## src/hw/rtl/bbpg_pkg.sv

```systemverilog
// types and constants of the beep burst pattern generator
package bbpg_pkg;

   // configuration port
   localparam int CSR_ADDR_W = 5;
   localparam int CSR_DATA_W = 32;

   // register indexes
   localparam logic [2:0] REG_BEEP_COUNT  = 3'd0;
   localparam logic [2:0] REG_PERIOD_MS   = 3'd1;
   localparam logic [2:0] REG_ON_MS       = 3'd2;
   localparam logic [2:0] REG_OFF_MS      = 3'd3;
   localparam logic [2:0] REG_TUNE_VALUE  = 3'd4;
   localparam logic [2:0] REG_CTRL_VALUE  = 3'd5;
   localparam logic [2:0] REG_TONE_ENABLE = 3'd6;

   // register reset values
   localparam logic [7:0]  RST_BEEP_COUNT  = 8'd0;
   localparam logic [15:0] RST_PERIOD_MS   = 16'd1000;
   localparam logic [15:0] RST_ON_MS       = 16'd100;
   localparam logic [15:0] RST_OFF_MS      = 16'd100;
   localparam logic [15:0] RST_TUNE_VALUE  = 16'd0;
   localparam logic [15:0] RST_CTRL_VALUE  = 16'd0;
   localparam logic        RST_TONE_ENABLE = 1'b1;

   // stream widths
   localparam int REQ_DATA_W = 32;
   localparam int RSP_DATA_W = 40;

   // shared divider geometry
   localparam int DIV_N_W   = 24;
   localparam int DIV_D_W   = 16;
   localparam int DIV_CNT_W = 5;

   // arithmetic constants
   localparam logic [DIV_N_W-1:0] FREQ_BASE = 24'd1000000;
   localparam logic [DIV_N_W-1:0] PCT_FULL_Q = 24'd100;
   localparam logic [6:0]         PCT_FULL = 7'd100;

   // result action codes
   typedef enum logic [1:0] {
      ACT_NONE   = 2'd0,
      ACT_TONE   = 2'd1,
      ACT_SILENT = 2'd2
   } action_type;

   // sequencer states
   typedef enum logic [2:0] {
      ST_IDLE,
      ST_EVAL,
      ST_FREQ,
      ST_DUTY,
      ST_DONE
   } state_type;

   // configuration register set
   typedef struct packed {
      logic [7:0]  beep_count;
      logic [15:0] period_ms;
      logic [15:0] on_ms;
      logic [15:0] off_ms;
      logic [15:0] tune_value;
      logic [15:0] ctrl_value;
      logic        tone_enable;
   } cfg_type;

endpackage

```

## src/hw/rtl/beep_burst_pattern_generator_core.sv

```systemverilog
// beep burst pattern generator: timers, sequencer and result register
//
//   channel  direction  contents
//   req      in         now_ms timestamp
//   rsp      out        action, tone_freq_hz, tone_duty_pct, beeps_left
//   csr      in/out     seven configuration registers, byte address 4*index
//
// An item with no tone passes from idle through eval and done back to idle; its
// result is registered when done is left. A tone item also passes through freq
// and duty between eval and done: two 24-step passes of the shared divider
// (frequency, then duty). req_tready is high only in the idle state. A new item
// is taken while an earlier result still waits on rsp.
// Synchronous reset clears the timers, the beep count and the result valid flag,
// and returns the sequencer to idle.
module beep_burst_pattern_generator_core
   import bbpg_pkg::*;
#(
   parameter int TIME_BITS = 32
) (
   input  logic                  clock,
   input  logic                  reset,
   // configuration port
   input  logic                  csr_psel,
   input  logic                  csr_penable,
   input  logic                  csr_pwrite,
   input  logic [CSR_ADDR_W-1:0] csr_paddr,
   input  logic [CSR_DATA_W-1:0] csr_pwdata,
   output logic [CSR_DATA_W-1:0] csr_prdata,
   output logic                  csr_pready,
   // input stream
   input  logic                  req_tvalid,
   output logic                  req_tready,
   input  logic [REQ_DATA_W-1:0] req_tdata,  // [31:0] now_ms
   // result stream
   output logic                  rsp_tvalid,
   input  logic                  rsp_tready,
   output logic [RSP_DATA_W-1:0] rsp_tdata   // [1:0] action, [21:2] tone_freq_hz,
                                             // [28:22] tone_duty_pct,
                                             // [36:29] beeps_left, [39:37] zero
);

   localparam int CMP_W = (TIME_BITS > 17) ? TIME_BITS : 17;

   cfg_type cfg;

   state_type state_ff, state_in;

   logic [TIME_BITS-1:0] now_ff;
   logic [TIME_BITS-1:0] period_start_ff;
   logic [TIME_BITS-1:0] burst_start_ff;
   logic [7:0]           remaining_ff;
   action_type           act_ff;
   logic [19:0]          freq_ff;
   logic [6:0]           duty_ff;
   logic                 rsp_valid_ff;
   logic [RSP_DATA_W-1:0] rsp_data_ff;

   logic [TIME_BITS-1:0] elapsed_p;
   logic [TIME_BITS-1:0] elapsed_b;
   logic [16:0]          on_off_sum;
   logic                 period_over;
   logic                 in_on;
   logic                 in_off;
   logic                 tone_ok;
   logic                 go_tone;
   logic [DIV_N_W-1:0]   duty_num;

   logic                 div_start;
   logic [DIV_N_W-1:0]   div_dividend;
   logic                 div_done;
   logic [DIV_N_W-1:0]   div_quotient;
   logic                 rsp_load;
   logic                 req_xfer;

   bbpg_regs u_regs (
      .clock       (clock),
      .reset       (reset),
      .csr_psel    (csr_psel),
      .csr_penable (csr_penable),
      .csr_pwrite  (csr_pwrite),
      .csr_paddr   (csr_paddr),
      .csr_pwdata  (csr_pwdata),
      .csr_prdata  (csr_prdata),
      .csr_pready  (csr_pready),
      .cfg         (cfg)
   );

   bbpg_divider u_divider (
      .clock    (clock),
      .reset    (reset),
      .start    (div_start),
      .dividend (div_dividend),
      .divisor  (cfg.tune_value),
      .done     (div_done),
      .quotient (div_quotient)
   );

   // elapsed times and phase decisions
   assign elapsed_p   = now_ff - period_start_ff;
   assign elapsed_b   = now_ff - burst_start_ff;
   assign on_off_sum  = {1'b0, cfg.on_ms} + {1'b0, cfg.off_ms};
   assign period_over = elapsed_p > TIME_BITS'(cfg.period_ms);
   assign in_on       = CMP_W'(elapsed_b) < CMP_W'(cfg.on_ms);
   assign in_off      = CMP_W'(elapsed_b) < CMP_W'(on_off_sum);
   assign tone_ok     = cfg.tone_enable && (cfg.tune_value != 16'd0);
   assign go_tone     = !period_over && (remaining_ff != 8'd0) && in_on && tone_ok;

   // ctrl * 100 as shifted adds
   assign duty_num = {2'b00, cfg.ctrl_value, 6'd0} + {3'b000, cfg.ctrl_value, 5'd0}
                   + {6'd0, cfg.ctrl_value, 2'b00};

   assign req_xfer = req_tvalid && req_tready;

   // next state
   always_comb begin
      state_in = state_ff;
      case (state_ff)
         ST_IDLE: if (req_tvalid) state_in = ST_EVAL;
         ST_EVAL: state_in = go_tone ? ST_FREQ : ST_DONE;
         ST_FREQ: if (div_done) state_in = ST_DUTY;
         ST_DUTY: if (div_done) state_in = ST_DONE;
         ST_DONE: if (!rsp_valid_ff || rsp_tready) state_in = ST_IDLE;
         default: state_in = ST_IDLE;
      endcase
   end

   // sequencer outputs
   always_comb begin
      req_tready   = 1'b0;
      div_start    = 1'b0;
      div_dividend = FREQ_BASE;
      rsp_load     = 1'b0;
      case (state_ff)
         ST_IDLE: req_tready = 1'b1;
         ST_EVAL: div_start = go_tone;
         ST_FREQ: begin
            div_start    = div_done;
            div_dividend = duty_num;
         end
         ST_DUTY: ;
         ST_DONE: rsp_load = !rsp_valid_ff || rsp_tready;
         default: ;
      endcase
   end

   always_ff @(posedge clock) begin
      if (reset) state_ff <= ST_IDLE;
      else       state_ff <= state_in;
   end

   // capture the timestamp on transfer
   always_ff @(posedge clock) begin
      if (req_xfer) now_ff <= TIME_BITS'(req_tdata);
   end

   // timers and beep count
   always_ff @(posedge clock) begin
      if (reset) begin
         period_start_ff <= '0;
         burst_start_ff  <= '0;
         remaining_ff    <= '0;
      end else if (state_ff == ST_EVAL) begin
         if (period_over) begin
            remaining_ff    <= cfg.beep_count;
            period_start_ff <= now_ff;
            burst_start_ff  <= now_ff;
         end else if (remaining_ff != 8'd0 && !in_on && !in_off) begin
            remaining_ff   <= remaining_ff - 8'd1;
            burst_start_ff <= now_ff;
         end
      end
   end

   // result fields
   always_ff @(posedge clock) begin
      if (state_ff == ST_EVAL) begin
         freq_ff <= '0;
         duty_ff <= '0;
         if (period_over || remaining_ff == 8'd0) act_ff <= ACT_NONE;
         else if (in_on)  act_ff <= tone_ok ? ACT_TONE : ACT_SILENT;
         else if (in_off) act_ff <= ACT_SILENT;
         else             act_ff <= ACT_NONE;
      end else if (state_ff == ST_FREQ && div_done) begin
         freq_ff <= div_quotient[19:0];
      end else if (state_ff == ST_DUTY && div_done) begin
         duty_ff <= (div_quotient > PCT_FULL_Q) ? PCT_FULL : div_quotient[6:0];
      end
   end

   // output register
   always_ff @(posedge clock) begin
      if (reset) begin
         rsp_valid_ff <= 1'b0;
      end else if (rsp_load) begin
         rsp_valid_ff <= 1'b1;
      end else if (rsp_tready) begin
         rsp_valid_ff <= 1'b0;
      end
   end

   always_ff @(posedge clock) begin
      if (rsp_load) rsp_data_ff <= {3'b000, remaining_ff, duty_ff, freq_ff, act_ff};
   end

   assign rsp_tvalid = rsp_valid_ff;
   assign rsp_tdata  = rsp_data_ff;

endmodule

```

## src/hw/rtl/bbpg_regs.sv

```systemverilog
// configuration register file behind the csr port
module bbpg_regs
   import bbpg_pkg::*;
(
   input  logic                  clock,
   input  logic                  reset,
   input  logic                  csr_psel,
   input  logic                  csr_penable,
   input  logic                  csr_pwrite,
   input  logic [CSR_ADDR_W-1:0] csr_paddr,
   input  logic [CSR_DATA_W-1:0] csr_pwdata,
   output logic [CSR_DATA_W-1:0] csr_prdata,
   output logic                  csr_pready,
   output cfg_type               cfg
);

   cfg_type    cfg_ff;
   logic       wr_en;
   logic [2:0] reg_idx;

   assign csr_pready = 1'b1;
   assign wr_en      = csr_psel && csr_penable && csr_pwrite;
   assign reg_idx    = csr_paddr[4:2];
   assign cfg        = cfg_ff;

   // register writes on the access phase
   always_ff @(posedge clock) begin
      if (reset) begin
         cfg_ff.beep_count  <= RST_BEEP_COUNT;
         cfg_ff.period_ms   <= RST_PERIOD_MS;
         cfg_ff.on_ms       <= RST_ON_MS;
         cfg_ff.off_ms      <= RST_OFF_MS;
         cfg_ff.tune_value  <= RST_TUNE_VALUE;
         cfg_ff.ctrl_value  <= RST_CTRL_VALUE;
         cfg_ff.tone_enable <= RST_TONE_ENABLE;
      end else if (wr_en) begin
         case (reg_idx)
            REG_BEEP_COUNT:  cfg_ff.beep_count  <= csr_pwdata[7:0];
            REG_PERIOD_MS:   cfg_ff.period_ms   <= csr_pwdata[15:0];
            REG_ON_MS:       cfg_ff.on_ms       <= csr_pwdata[15:0];
            REG_OFF_MS:      cfg_ff.off_ms      <= csr_pwdata[15:0];
            REG_TUNE_VALUE:  cfg_ff.tune_value  <= csr_pwdata[15:0];
            REG_CTRL_VALUE:  cfg_ff.ctrl_value  <= csr_pwdata[15:0];
            REG_TONE_ENABLE: cfg_ff.tone_enable <= csr_pwdata[0];
            default: ;
         endcase
      end
   end

   // read mux
   always_comb begin
      case (reg_idx)
         REG_BEEP_COUNT:  csr_prdata = {24'd0, cfg_ff.beep_count};
         REG_PERIOD_MS:   csr_prdata = {16'd0, cfg_ff.period_ms};
         REG_ON_MS:       csr_prdata = {16'd0, cfg_ff.on_ms};
         REG_OFF_MS:      csr_prdata = {16'd0, cfg_ff.off_ms};
         REG_TUNE_VALUE:  csr_prdata = {16'd0, cfg_ff.tune_value};
         REG_CTRL_VALUE:  csr_prdata = {16'd0, cfg_ff.ctrl_value};
         REG_TONE_ENABLE: csr_prdata = {31'd0, cfg_ff.tone_enable};
         default:         csr_prdata = '0;
      endcase
   end

endmodule

```

## src/hw/rtl/bbpg_divider.sv

```systemverilog
// shared restoring divider, one quotient bit per cycle
module bbpg_divider
   import bbpg_pkg::*;
(
   input  logic               clock,
   input  logic               reset,
   input  logic               start,
   input  logic [DIV_N_W-1:0] dividend,
   input  logic [DIV_D_W-1:0] divisor,
   output logic               done,
   output logic [DIV_N_W-1:0] quotient
);

   logic [DIV_D_W-1:0]   rem_ff, rem_in;
   logic [DIV_N_W-1:0]   quo_ff, quo_in;
   logic [DIV_D_W-1:0]   dvs_ff;
   logic [DIV_CNT_W-1:0] cnt_ff;
   logic                 busy_ff;
   logic                 done_ff;
   logic [DIV_D_W+1:0]   trial;
   logic                 last_step;

   // trial subtract of the shifted remainder
   assign trial     = {1'b0, rem_ff, quo_ff[DIV_N_W-1]} - {2'b00, dvs_ff};
   assign last_step = (cnt_ff == DIV_CNT_W'(DIV_N_W - 1));

   always_comb begin
      if (!trial[DIV_D_W+1]) begin
         rem_in = trial[DIV_D_W-1:0];
         quo_in = {quo_ff[DIV_N_W-2:0], 1'b1};
      end else begin
         rem_in = {rem_ff[DIV_D_W-2:0], quo_ff[DIV_N_W-1]};
         quo_in = {quo_ff[DIV_N_W-2:0], 1'b0};
      end
   end

   // control
   always_ff @(posedge clock) begin
      if (reset) begin
         busy_ff <= 1'b0;
         done_ff <= 1'b0;
         cnt_ff  <= '0;
      end else if (start) begin
         busy_ff <= 1'b1;
         done_ff <= 1'b0;
         cnt_ff  <= '0;
      end else if (busy_ff) begin
         cnt_ff <= cnt_ff + DIV_CNT_W'(1);
         if (last_step) begin
            busy_ff <= 1'b0;
            done_ff <= 1'b1;
         end
      end else begin
         done_ff <= 1'b0;
      end
   end

   // datapath
   always_ff @(posedge clock) begin
      if (start) begin
         rem_ff <= '0;
         quo_ff <= dividend;
         dvs_ff <= divisor;
      end else if (busy_ff) begin
         rem_ff <= rem_in;
         quo_ff <= quo_in;
      end
   end

   assign done     = done_ff;
   assign quotient = quo_ff;

endmodule

```

## config.mk

```make
export PLATFORM = sky130hd
export DESIGN_NAME = beep_burst_pattern_generator_core
export DESIGN_NICKNAME = d
export VERILOG_FILES = /design/src/hw/rtl/bbpg_pkg.sv /design/src/hw/rtl/beep_burst_pattern_generator_core.sv /design/src/hw/rtl/bbpg_regs.sv /design/src/hw/rtl/bbpg_divider.sv
export SDC_FILE = /design/constraint.sdc
export NUM_CORES = 1
export LEC_CHECK = 0
export ABC_CLOCK_PERIOD_IN_PS = 8800
export BUFFER_PORTS_ARGS = -buffer_cell sky130_fd_sc_hd__buf_2
export CORE_AREA = 5 5 199 201
export DETAILED_ROUTE_END_ITERATION = 6
export DIE_AREA = 0 0 204 206
export HOLD_SLACK_MARGIN = 0.02
export PLACE_DENSITY = 0.82
export SLEW_MARGIN = 20
export SYNTH_ARGS = -nofsm -noshare
export SYNTH_HDL_FRONTEND = slang
export SYNTH_SLANG_ARGS = --single-unit
export TNS_END_PERCENT = 10
```

## constraint.sdc

```tcl
create_clock -name clock -period 8.8 [get_ports clock]
set_input_delay 1.76 -clock clock [delete_from_list [all_inputs] [get_ports clock]]
set_output_delay 1.76 -clock clock [all_outputs]
set_load 0.01 [all_outputs]
```

## Word-level counts from Yosys, hierarchy flattened

Index checks and enable logic that the tools add are counted.

| storage, ports and cells | value |
|---|---|
| flip-flop bits (word level) | 326 |
| input port bits | 76 |
| logic and storage cells | 118 |

| cells by class | value |
|---|---|
| $add $sub $neg | 8 |
| order comparisons | 4 |
| eq/ne operators | 15 |
| muxes and demuxes | 28 |
| bitwise operators | 2 |
| reductions and logical operators | 38 |

Operator list:

| operator | count |
|---|---|
| case mux 16 bit (7 select lines) | 1 |
| two-way mux 24 bit | 3 |
| two-way mux 32 bit | 2 |
| subtractor 32 bit | 2 |
| > comparator 32 x 16 -> 1 bit | 1 |
| less-than comparator 32 x 16 -> 1 bit | 1 |
| less-than comparator 32 x 17 -> 1 bit | 1 |
| adder 23 x 18 -> 24 bit | 1 |
| > comparator 24 x 7 -> 1 bit (second input constant) | 1 |
| adder 22 x 21 -> 23 bit | 1 |
| AND reduction 2 bit | 10 |
| subtractor 17 x 16 -> 18 bit | 1 |
| adder 16 x 16 -> 17 bit | 1 |
| two-way mux 16 bit | 1 |
| two-way mux 8 bit | 2 |
| nonzero test 16 bit | 1 |
| two-way mux 3 bit | 5 |
| case mux 3 bit (5 select lines) | 1 |
| equality test 3 x 2 -> 1 bit (second input constant) | 4 |
| equality test 3 bit (second input constant) | 4 |
| logical AND 1 bit | 11 |
| logical NOT 8 bit | 1 |
| two-way mux 1 bit | 8 |
| nonzero test 8 bit | 1 |
| other kinds (17) | 30 |

## Longest topological paths before layout

Gate-level depths: netlist of the first run.

| logic depth | value |
|---|---|
| depth after elaboration | 8 |
| gate-level depth with buffers | 26 |
| depth with buffers taken out | 24 |

## Hierarchy

A second synthesis of the first run with hierarchy kept.

| second synthesis, totals | value |
|---|---|
| cell total of the unflattened synthesis | 2327 |
| area total of the unflattened synthesis | 21431.8 µm² |

By module, submodules not included:

| module | instances | cells an instance | area an instance (µm²) |
|---|---|---|---|
| beep_burst_pattern_generator_core | 1 | 1585 | 13579.3 |
| bbpg_regs | 1 | 430 | 4419.2 |
| bbpg_divider | 1 | 312 | 3433.3 |

## Worst setup path after synthesis of the first run

OpenSTA, ideal clock, no wires.

| path | value |
|---|---|
| path type | reg-to-reg |
| start point | register now_ff[1] |
| end point | register u_divider.quo_ff[0] (netlist: u_divider.quotient[0]) (enable) |
| data arrival time | 4.677 ns |
| data required time | 8.415 ns |
| slack | 3.738 ns |
| cell stages (with the launch flop) | 21 |
| clock period less this slack | 5.062 ns |
| cell sequence | edfxtp_1 ha_1 nor2b_1 o31a_1 o221a_2 o21bai_1 nand2_1 a21o_1 a21oi_1 xnor2_1 ha_1 nand4_1 inv_1 a221o_1 a221oi_1 a21oi_1 nor4_1 nand4b_1 nor4bb_1 nand4_1 nand3_1 |

| on the way | value |
|---|---|
| longest elaborated chain between the ends | 8 |
| elaborated cells between the ends (all ways) | 10 |
| classes of those cells | add/sub (2); order compare (2); mux (1); reduce/logical (5) |

RTL lines:

| element | line | source |
|---|---|---|
| from (decl) | beep_burst_pattern_generator_core.sv:48 | `logic [TIME_BITS-1:0] now_ff;` |
| from (signal assigned) | beep_burst_pattern_generator_core.sv:153 | `if (req_xfer) now_ff <= TIME_BITS'(req_tdata);` |
| subtractor 32 bit | beep_burst_pattern_generator_core.sv:99 | `assign elapsed_p = now_ff - period_start_ff;` |
| > comparator 32 x 16 -> 1 bit | beep_burst_pattern_generator_core.sv:102 | `assign period_over = elapsed_p > TIME_BITS'(cfg.period_ms);` |
| logical NOT 1 bit | beep_burst_pattern_generator_core.sv:106 | `assign go_tone = !period_over && (remaining_ff != 8'd0) && in_on && tone_ok;` |
| logical AND 1 bit | beep_burst_pattern_generator_core.sv:106 |  |
| logical AND 1 bit (*) (2 in series) | beep_burst_pattern_generator_core.sv:106 |  |
| case mux 1 bit (2 select lines) (*) | beep_burst_pattern_generator_core.sv:133 | `case (state_ff)` |
| nonzero test 2 bit (no source line) (*) | - |  |
| to (signal assigned) | bbpg_divider.sv:62 | `quo_ff <= dividend;` |
| to (signal assigned) | bbpg_divider.sv:66 | `quo_ff <= quo_in;` |
| to (decl) | bbpg_divider.sv:15 | `logic [DIV_N_W-1:0] quo_ff, quo_in;` |

Mark *: on every way between the ends. The rest lies on a longest branch, timed or not.
A chain may end at the register's enable or synchronous reset.

## Worst setup path in the final report of the first run

| path | value |
|---|---|
| start point | register now_ff[1] |
| end point | register u_divider.quo_ff[10] (netlist: u_divider.quotient[10]) (data pin) |

| on the way | value |
|---|---|
| longest elaborated chain between the ends | 8 |
| elaborated cells between the ends (all ways) | 10 |
| classes of those cells | add/sub (2); order compare (2); mux (2); reduce/logical (4) |

RTL lines:

| element | line | source |
|---|---|---|
| subtractor 32 bit | beep_burst_pattern_generator_core.sv:99 |  |
| > comparator 32 x 16 -> 1 bit | beep_burst_pattern_generator_core.sv:102 |  |
| logical NOT 1 bit | beep_burst_pattern_generator_core.sv:106 |  |
| logical AND 1 bit | beep_burst_pattern_generator_core.sv:106 |  |
| logical AND 1 bit (*) (2 in series) | beep_burst_pattern_generator_core.sv:106 |  |
| case mux 1 bit (2 select lines) (*) | beep_burst_pattern_generator_core.sv:133 |  |
| two-way mux 24 bit (*) | bbpg_divider.sv:60 | `if (start) begin` |

Marks and branches as above.

==> results of run 1 <==
-- flip-flops by register name, indices dropped and copies added, names as in the netlist --
register	flops
period_start_ff	32
rsp_tvalid	1
u_divider.cnt_ff	5
u_regs.cfg	89
remaining_ff	8
burst_start_ff	32
freq_ff	20
duty_ff	7
u_divider.rem_ff	16
act_ff	2
u_divider.quotient	24
u_divider.dvs_ff	16
rsp_tdata	37
u_divider.busy_ff	1
now_ff	32
u_divider.done	1
state_ff	3
-- through the flow --
stage	setup WS (ns)	cells	hold slack, ns	power (mW)
2_1_floorplan	3.74	2397	0.400	2.31
3_3_place_gp	2.34	2905	0.406	2.49
3_5_place_dp	2.21	2905	0.409	2.52
4_1_cts	2.17	2968	0.422	4.06
5_1_grt	1.65	2969	0.428	4.23
6_report	2.11	2969	0.420	4.05
-- final cells by class --
| cell class | count | area [sq um] |
|---|---|---|
| Tap cell | 511 | 639 |
| Clock inverter | 11 | 128 |
| Inverter | 179 | 672 |
| Multi-Input combinational cell | 1765 | 11600 |
| Clock buffer | 52 | 1090 |
| Timing Repair Buffer | 125 | 686 |
| Sequential cell | 326 | 7640 |
| Fill cell | 3215 | 14900 |
-- power by group --
part | internal [mW] | total [mW] | switching (mW)
registers | 1.60 | 1.64 | 0.0415
clock network | 0.921 | 1.54 | 0.622
logic | 0.336 | 0.862 | 0.526
-- layout by cell type (no fill, tap or decap), types with 21 or more instances in the layout --
cell type / count
sky130_fd_sc_hd__o21ai_0: 116
sky130_fd_sc_hd__ha_1: 164
sky130_fd_sc_hd__nand4_1: 29
sky130_fd_sc_hd__a21o_1: 33
sky130_fd_sc_hd__edfxtp_1: 111
sky130_fd_sc_hd__inv_1: 177
sky130_fd_sc_hd__buf_2: 111
sky130_fd_sc_hd__a211oi_1: 31
sky130_fd_sc_hd__o21bai_1: 21
sky130_fd_sc_hd__a21oi_1: 251
sky130_fd_sc_hd__xnor2_1: 45
sky130_fd_sc_hd__nor3_1: 41
sky130_fd_sc_hd__nand2b_1: 22
sky130_fd_sc_hd__dfxtp_1: 215
sky130_fd_sc_hd__o21a_1: 24
sky130_fd_sc_hd__clkbuf_16: 40
sky130_fd_sc_hd__nand2_1: 317
sky130_fd_sc_hd__nand3_1: 63
sky130_fd_sc_hd__mux2i_1: 70
sky130_fd_sc_hd__xor2_1: 36
sky130_fd_sc_hd__nor2_1: 159
-- metal layers --
metal / GRT usage (%) / up-vias / routed length, microns
li1: - / 8563 / -
met1: 32.9 / 8227 / 22500
met2: 43.2 / 729 / 25800
met3: 4.19 / 138 / 4280
met4: 9.91 / 2 / 2300
met5: 0 / - / 17
-- worst reg2reg max path, stage by stage (launching register included) --
cell                       delay, ns
sky130_fd_sc_hd__edfxtp_1       0.51
sky130_fd_sc_hd__ha_1           0.34
sky130_fd_sc_hd__nor2b_1        0.14
sky130_fd_sc_hd__o31a_1         0.28
sky130_fd_sc_hd__o221a_2        0.30
sky130_fd_sc_hd__o21bai_1       0.28
sky130_fd_sc_hd__nand2_1        0.14
sky130_fd_sc_hd__a21o_1         0.20
sky130_fd_sc_hd__a21oi_1        0.17
sky130_fd_sc_hd__xnor2_1        0.15
sky130_fd_sc_hd__ha_1           0.27
sky130_fd_sc_hd__nand4_1        0.10
sky130_fd_sc_hd__inv_1          0.05
sky130_fd_sc_hd__a221o_1        0.31
sky130_fd_sc_hd__a221oi_1       0.28
sky130_fd_sc_hd__a21oi_1        0.17
sky130_fd_sc_hd__nor4_1         0.39
sky130_fd_sc_hd__nand4b_1       0.14
sky130_fd_sc_hd__nor4bb_1       0.46
sky130_fd_sc_hd__nand4_1        0.53
sky130_fd_sc_hd__nand2_2        0.58
sky130_fd_sc_hd__buf_4          0.46
sky130_fd_sc_hd__o22ai_1        0.15
-- synthesized netlist by cell type (all sizes together), types with 33 or more instances --
library cell    n
ha            164
inv           178
a21o           33
xor2           36
nand3          63
mux2i          70
clkbuf         82
o21ai         125
dfxtp         215
a21oi         255
nor3           43
buf            45
nand2         318
xnor2          45
edfxtp        111
nor2          162
-- worst max-delay path by stage --
stage	from	endpoint	slack [ns]	depth (start not counted)
after global placement	now_ff[1]$_DFFE_PP_	u_divider.quotient[15]$_DFFE_PP_	2.34	22
after CTS	now_ff[1]$_DFFE_PP_	u_divider.quotient[10]$_DFFE_PP_	2.17	22
after global routing	now_ff[1]$_DFFE_PP_	u_divider.quotient[10]$_DFFE_PP_	1.65	22
final	now_ff[1]$_DFFE_PP_	u_divider.quotient[10]$_DFFE_PP_	2.11	22
after floorplan	now_ff[1]$_DFFE_PP_	u_divider.quotient[0]$_SDFFCE_PP0P_	3.74	20
after detailed placement	now_ff[1]$_DFFE_PP_	u_divider.quotient[20]$_DFFE_PP_	2.21	22
-- cells by family after synthesis --
group | Yosys count | synth area share [%]
compound gates | 657 | 20.2
xor+xnor | 81 | 3.47
fa+ha+maj | 181 | 11.7
buf+inv | 306 | 6.37
flops | 326 | 37.4
mux | 79 | 4.03
other cells | 2 | 0.0367
simple gates | 747 | 16.8
==> results.md, run 1 <==
Status:
- The run finished with clean final reports.

Synthesis:
- The number of distinct library cells after synthesis is 89.
- Sequential cells were found to cover a little under two fifths of the synthesized design area.
- The mapped netlist covers 20400 sq um.
- Of all flip-flops after synthesis, the portion carrying an async set or reset was 0%.
- The number of enable-type register cells in the synthesized netlist is 111.
- The synthesized flop and latch total is between 300 and 400.
- The library cell occupying the most area in the post-synthesis netlist is sky130_fd_sc_hd__dfxtp_1.
- The top cell type by area accounts for about a fifth of the synthesized area.
- The number of warnings issued by yosys is 0.
- The mean post-synth cell area is 8.59 sq um.
- The gate count of the mapped netlist is approximately 2400.
- In the synthesized netlist the dominant register cell turns out to be sky130_fd_sc_hd__dfxtp_1.
- Ranked by total cell area, the synthesized netlist is headed by sky130_fd_sc_hd__dfxtp_1 21%, sky130_fd_sc_hd__edfxtp_1 16%, sky130_fd_sc_hd__ha_1 10%, sky130_fd_sc_hd__a21oi_1 6.2%, sky130_fd_sc_hd__nand2_1 5.8%.

Clock tree:
- The hold-fix buffer count after cts is 0.
- In this run the clock root is driven by a sky130_fd_sc_hd__clkbuf_16.
- The later pin in the worst-skew pair is clocked with a latency of 0.56 ns.
- The number of clock sinks is between 300 and 400.
- The clock tree synthesis step divided the H-tree into 2 levels.
- No sink is reached through more buffers than the 3 on the longest clock path.
- The count of instances resized after the clock tree is built is 0.
- The clock slew seen by the registers of the worst setup and hold paths is 0.06 ns.
- In this run, CTS created clock tree buffers numbering 36.
- The number of setup buffers added after CTS is 0.
- The CTS tree is done.

GRT:
- The number of antenna violations at the first check in global routing is 1.
- For this run the aggregate overflow at the end of global routing stands at 0.
- The via count of the first global-routing pass was between 15000 and 20000.
- The global-route wire length before repair is slightly below 90000 microns.
- Entering global routing, the biggest net connects 83 pins.
- Across every metal layer, demand over resource in global routing totals between 20% and 30%.

Hold path:
- The number of instances on the worst hold path is 0.
- In this run the most critical hold path is launched from act_ff[1]$_SDFFCE_PP0P_.
- The type of the worst min-delay path is flop to flop.
- The endpoint of the worst hold path is rsp_tdata[1]$_DFFE_PP_.

STA:
- Timing would allow up to 0.149 GHz.
- The post-route minimum period is about 6.7 ns.
- The summed negative setup slack over all endpoints is 0 ns.
- For the pin with the worst max-slew slack, the measured transition is 1.10 ns.
- The largest clock skew in the final design is approximately 0.033 ns.
- After layout, the worst path uses about three quarters of the clock period.
- Setup repair after global routing left no endpoint under its margin.
- The count of final hold-check violations is 0.
- Headroom to the max-slew limit came out at about a quarter.
- The final number of max-transition violations is 0.
- Setup violations remaining at the end of the flow were counted as 0.

Detailed routing:
- For this run, design rule violations remaining after detail routing come to 0.
- Across all layers, the routed design uses 17700 vias.
- The per-cell via count in the routed design is roughly 5.9.
- The average detailed-routed wire length per instance is ~19 microns.
- The first TritonRoute pass finished after 6 iterations.
- The total length of routed wires is around 55000 microns.
- The post-route antenna net violation count is 0.
- The number of DRC violations after detailed-routing iteration 0 is 1454.

Critical path:
- The signal on the critical path passes through ha_1, nor2b_1, o31a_1, o221a_2, o21bai_1, nand2_1, a21o_1, a21oi_1, xnor2_1, ha_1, nand4_1, inv_1, a221o_1, a221oi_1, a21oi_1, nor4_1, nand4b_1, nor4bb_1, nand4_1, nand2_2, buf_4, o22ai_1.
- The number of buffers and inverters on the critical path is 2.
- The category of cells accounting for the largest share of critical-path delay is simple AND/OR/NAND/NOR gates.
- STA classifies the critical path startpoint as a flop.
- The type of the worst setup path is flop to flop.
- The maximum fanout along the worst path is 34.
- The worst setup path is captured at a flop.
- In this run the register-to-register setup slack is between 2 and 2.5 ns.
- The source of the worst register-to-register timing path is now_ff[1]$_DFFE_PP_.
- The highest cell delay on the worst timing path is approximately 0.57 ns.
- Data arrives at the worst endpoint at between 6 and 7 ns.
- The data required time of the critical path is about 9.1 ns.
- The endpoint identified for the worst register-to-register timing path is u_divider.quotient[10]$_DFFE_PP_.
- Measured in cells, the most critical reg-to-reg path has a length of 22.
- The largest individual stage delay along the critical path comes from the cell sky130_fd_sc_hd__nand2_2.

Power:
- IR analysis of the VDD net gives a maximum drop of 185 uV.
- The leakage power summed over all cells is between 8 and 9 nW.
- The total power divided by cell area is approximately 180 nW/um^2.

Cells and area:
- Measured on the finished design, the core utilization comes to 60.1%.
- The repair_antennas step left the layout with diodes totalling 0.
- Cells with a size suffix above 1 make up 9.32% of the layout.
- The net count of the finished layout is roughly 2700.
- The area growth from synthesis to layout is 9.89%.
- The final instance area is between 20000 and 25000 sq um.

Placement:
- The number of buffers inserted by port buffering is roughly 110.
- The placed instances occupy a cell area of 21200 sq um.
- The HPWL after detailed placement is between 40000 and 50000 microns.
- The routability congestion estimate from global placement is just over 0.9.

Die:
- The die boundary width is a little over 200 microns.
- The die covers between 40000 and 50000 sq um.
- The floorplan row count is 71.
- The number of placed I/O pins is 151.
- The effective utilization at floorplan is a little over half.
- The die span in y is about 210 microns.
- The core box area is 37400 sq um.

Flow run:
- The tool flagged a number of max-cap violations equal to 0.
Note: power is estimated with default switching activity, not from simulation.
==> run 2, diff against run 1 <==
Settings changed: ABC_AREA set to 1, ABC_CLOCK_PERIOD_IN_PS 8800 to 6270, CORE_AREA 5 5 199 201 to 5 5 203 205, DIE_AREA 0 0 204 206 to 0 0 208 210.
Clock period 8.8 ns to 6.27 ns, I/O delays scaled along.
==> run 2 against run 1 <==
Compared with the run above:
- via count is 10% higher
- final cell count rose by 21%
- synthesized cell count grew 24%
- sequential power is 47% higher
- clock power is 31% higher
- critical endpoint is now u_divider.quotient[1]$_SDFFCE_PP0P_
- highest routed layer is now met4
==> results.md, run 2 <==
Status:
- The run finished with clean final reports.

STA:
- Setup repair after global routing left no endpoint under its margin.
- The count of final hold-check violations is 0.
- The number of failing setup endpoints in the final timing report is 0.
- The period utilization is between 80% and 90%.
- For this run, the top clock speed supported by timing is ~0.20 GHz.
- The tightest slew margin relative to the limit is 30.6%.
- The summed negative setup slack over all endpoints is 0 ns.
- After layout, the worst setup slack is roughly 1.2 ns.
- Final hold analysis gives a worst-case slack of between 0.4 and 0.5 ns.
- The final number of max-transition violations is 0.
- The largest clock skew in the final design is between 0.015 and 0.02 ns.
- At the pin with the least slew margin, the transition time is 1.04 ns.
- The clock period could shrink to slightly above 5 ns.

Critical path:
- STA classifies the critical path endpoint as a flop.
- The cell that appears most often on the critical path is sky130_fd_sc_hd__nand2_1.
- Walking the worst path, the cells encountered are inv_1, ha_1, fa_1, nor2_1, o21ai_1, nand2_2, nand2_1, nand2_2, xor2_1, ha_1, nand2_1, nor3_1, nand3_1, nand2_1, nand3_1, nor2_1, nand3_1, nor2_4, nand3_4, nor2_8, a21oi_1, nand2_1.
- The highest cell delay on the worst timing path is slightly above 0.8 ns.
- The category of cells accounting for the largest share of critical-path delay is simple AND/OR/NAND/NOR gates.
- The worst setup path is of the flop to flop kind.
- The number of buffers and inverters on the critical path is 1.
- The slowest stage cell on the critical path is sky130_fd_sc_hd__nand2_1.
- Of all nets on the critical path, the largest fanout is 24.
- STA classifies the critical path startpoint as a flop.
- The arrival time of the worst setup path is roughly 5.2 ns.
- The data required time of the critical path is 6.44 ns.

Flow run:
- Across the run, the number of max-cap violations was 0.

Placement:
- The post-place setup slack is 1.20 ns.
- Detailed placement finished with a half-perimeter wire length of ~46000 microns.
- The area of placed instances is roughly 22000 sq um.
- The routability congestion estimate from global placement is between 0.9 and 1.
- The number of buffers inserted by port buffering is between 100 and 150.

Power:
- Across the VDD grid, the largest voltage drop is 286 uV.
- The leakage power summed over all cells is 11.3 nW.
- The total power divided by cell area is slightly below 300 nW/um^2.

Clock tree:
- Clock tree synthesis inserted a total of 36 buffers.
- The clock slew seen by the registers of the worst setup and hold paths is about 0.06 ns.
- The maximum number of buffers from clock root to sink is 3.
- TritonCTS built the clock tree.
- The clock drives approximately 330 sinks.
- For this design, the CTS-stage hold fixing added 0 buffers.
- The clock tree synthesis step divided the H-tree into 2 levels.
- The number of setup buffers added after CTS is 0.
- The buffer type at the clock tree root is sky130_fd_sc_hd__clkbuf_16.
- The count of instances resized after the clock tree is built is 0.
- The later-pin clock latency in the skew report is roughly 0.56 ns.

GRT:
- The number of antenna violations at the first check in global routing is 0.
- In the global route stage, overall resource usage came out at between 20 and 30%.
- The global-route wire length before repair is 96700 microns.
- The maximum number of pins on one net before global-route repair is approximately 100.
- The via count of the first global-routing pass is around 19000.
- After global routing the overflow that remains totals 0.

Detailed routing:
- Summed over all layers, the routed wires come to 59900 microns.
- The number of DRC violations after detailed-routing iteration 0 is about 1600.
- The per-cell via count in the routed design is roughly 5.4.
- After detailed routing, the number of remaining DRC violations is 0.
- In the final routed layout, each cell accounts on average for between 15 and 20 microns.
- The number of iterations in the first detailed-routing pass is 6.
- The post-route antenna net violation count is 0.
- The final route contains 19500 vias.

Die:
- The number of placed I/O pins is about 150.
- The effective utilization at floorplan is a little over half.
- The die is roughly 210 microns wide.
- The total die area is ~44000 sq um.
- The total area inside the core boundary comes to slightly below 40000 sq um.
- The floorplan row count is 73.
- Measured along the y axis, the die boundary spans roughly 210 microns.

Synthesis:
- The library cell occupying the most area in the post-synthesis netlist is sky130_fd_sc_hd__dfxtp_1.
- The number of distinct library cells after synthesis is 57.
- After synthesis, the share of flip-flops with an asynchronous set or reset is 0%.
- Counting flops with a built-in enable in the synthesized netlist gives around 110.
- The library cell with the highest instance count after synthesis is sky130_fd_sc_hd__nand2_1.
- The top cell type's share of synthesized area is between 20 and 25%.
- The commonest cells after synthesis are 724 x sky130_fd_sc_hd__nand2_1, 439 x sky130_fd_sc_hd__inv_1, 300 x sky130_fd_sc_hd__nor2_1.
- The synthesized design contains between 300 and 400 register bits.
- Sorting the synthesized cells by area gives the leading types as sky130_fd_sc_hd__dfxtp_1 20%, sky130_fd_sc_hd__edfxtp_1 16%, sky130_fd_sc_hd__nand2_1 13%, sky130_fd_sc_hd__ha_1 9.7%, sky130_fd_sc_hd__inv_1 7.8%.
- Sequential cells were found to cover 36.0% of the synthesized design area.
- The number of warnings issued by yosys is 0.
- The cell area after synthesis is ~21000 sq um.
- For this run, the leading register cell type out of synthesis is sky130_fd_sc_hd__dfxtp_1.
- The mean post-synth cell area is 7.17 sq um.
- The gate count of the mapped netlist is ~3000.

Cells and area:
- The flip-flop count of the largest register after layout is 89.
- The final layout contains roughly 3300 nets.
- Once layout is done, the placed cells without fillers occupy around 23000 sq um.
- In the layout the commonest cells are 724 x sky130_fd_sc_hd__nand2_1, 439 x sky130_fd_sc_hd__inv_1, 298 x sky130_fd_sc_hd__nor2_1, 267 x sky130_fd_sc_hd__a21oi_1, 215 x sky130_fd_sc_hd__dfxtp_1.
- From synthesis to final layout, the design area changed by 9.37%.
- The share of post-route cells with drive strength above 1 is roughly 7.6%.
- The commonest non-fill, non-tap cell in the layout is sky130_fd_sc_hd__nand2_1.
- The number of antenna diodes in the final layout is 0.

Hold path:
- The type of the worst min-delay path is flop to flop.
[run 2: changes by cell type after synthesis, moves of 24 or more]
| cell | change |
|---|---|
| sky130_fd_sc_hd__mux2i_1 | -69 |
| sky130_fd_sc_hd__inv_1 | +262 |
| sky130_fd_sc_hd__a211oi_1 | -28 |
| sky130_fd_sc_hd__nor2_1 | +139 |
| sky130_fd_sc_hd__clkbuf_1 | -41 |
| sky130_fd_sc_hd__o21ai_0 | +77 |
| sky130_fd_sc_hd__a21o_1 | -24 |
| sky130_fd_sc_hd__nand2_1 | +406 |
| sky130_fd_sc_hd__nand3_1 | +82 |
[run 2: cell type report]
cell class / count / area [sq um]
clock buffer: 53 / 1020
clock inverter: 12 / 81.3
fill: 3647 / 16100
inverter: 454 / 1710
multi-input combinational: 2100 / 11400
sequential: 326 / 7640
tap: 525 / 657
timing repair buffer: 121 / 641
[run 2: metrics by stage]
| stage | util, % | power (mW) | instances |
|---|---|---|---|
| finish | 59.0 | 6.69 | 3591 |
| global route | 59.0 | 7.18 | 3591 |
| CTS | 59.0 | 6.72 | 3591 |
| detailed placement | 56.2 | 4.71 | 3526 |
| global placement | 56.2 | 4.63 | 3526 |
| floorplan | - | 4.15 | 2977 |
[run 2: final timing paths]
path,cells past startpoint,slack [ns],from,end
setup reg to reg,22,1.20,now_ff[0]$_DFFE_PP_,u_divider.quotient[1]$_SDFFCE_PP0P_
hold reg to reg,0,0.42,freq_ff[15]$_SDFFE_PP0P_,rsp_tdata[17]$_DFFE_PP_
setup / recovery,22,1.20,now_ff[0]$_DFFE_PP_,u_divider.quotient[1]$_SDFFCE_PP0P_
hold / removal,0,0.42,freq_ff[15]$_SDFFE_PP0P_,rsp_tdata[17]$_DFFE_PP_
[run 2: logic make-up (layout without fill, tap and decap cells)]
| kind of cell | after synthesis | in the layout | share of synthesized area (%) |
|---|---|---|---|
| AOI/OAI and AO/OA | 545 | 545 | 13.8 |
| muxes | 1 | 1 | 0.0472 |
| DFF | 326 | 326 | 36.0 |
| and+or+nand+nor | 1283 | 1283 | 25.4 |
| xor gates and xnor gates | 70 | 70 | 2.89 |
| adders and majority gates | 181 | 181 | 11.3 |
| other | 2 | 20 | 0.0354 |
| buffers and inverters | 551 | 640 | 10.5 |
[run 2: power breakdown]
| group | leakage (nW) | internal (mW) | switching (mW) |
|---|---|---|---|
| Clock | 0.538 | 1.14 | 0.872 |
| Sequential | 2.78 | 2.32 | 0.0863 |
| Combinational | 8.00 | 0.793 | 1.48 |
| Total | 11.3 | 4.25 | 2.44 |
[run 2: metal layers]
| layer | global-route usage [%] | wire length (microns) |
|---|---|---|
| met4 | 12.6 | 3020 |
| met2 | 46.2 | 28000 |
| met5 | 0 | 0 |
| met3 | 4.41 | 4110 |
| met1 | 33.8 | 24800 |
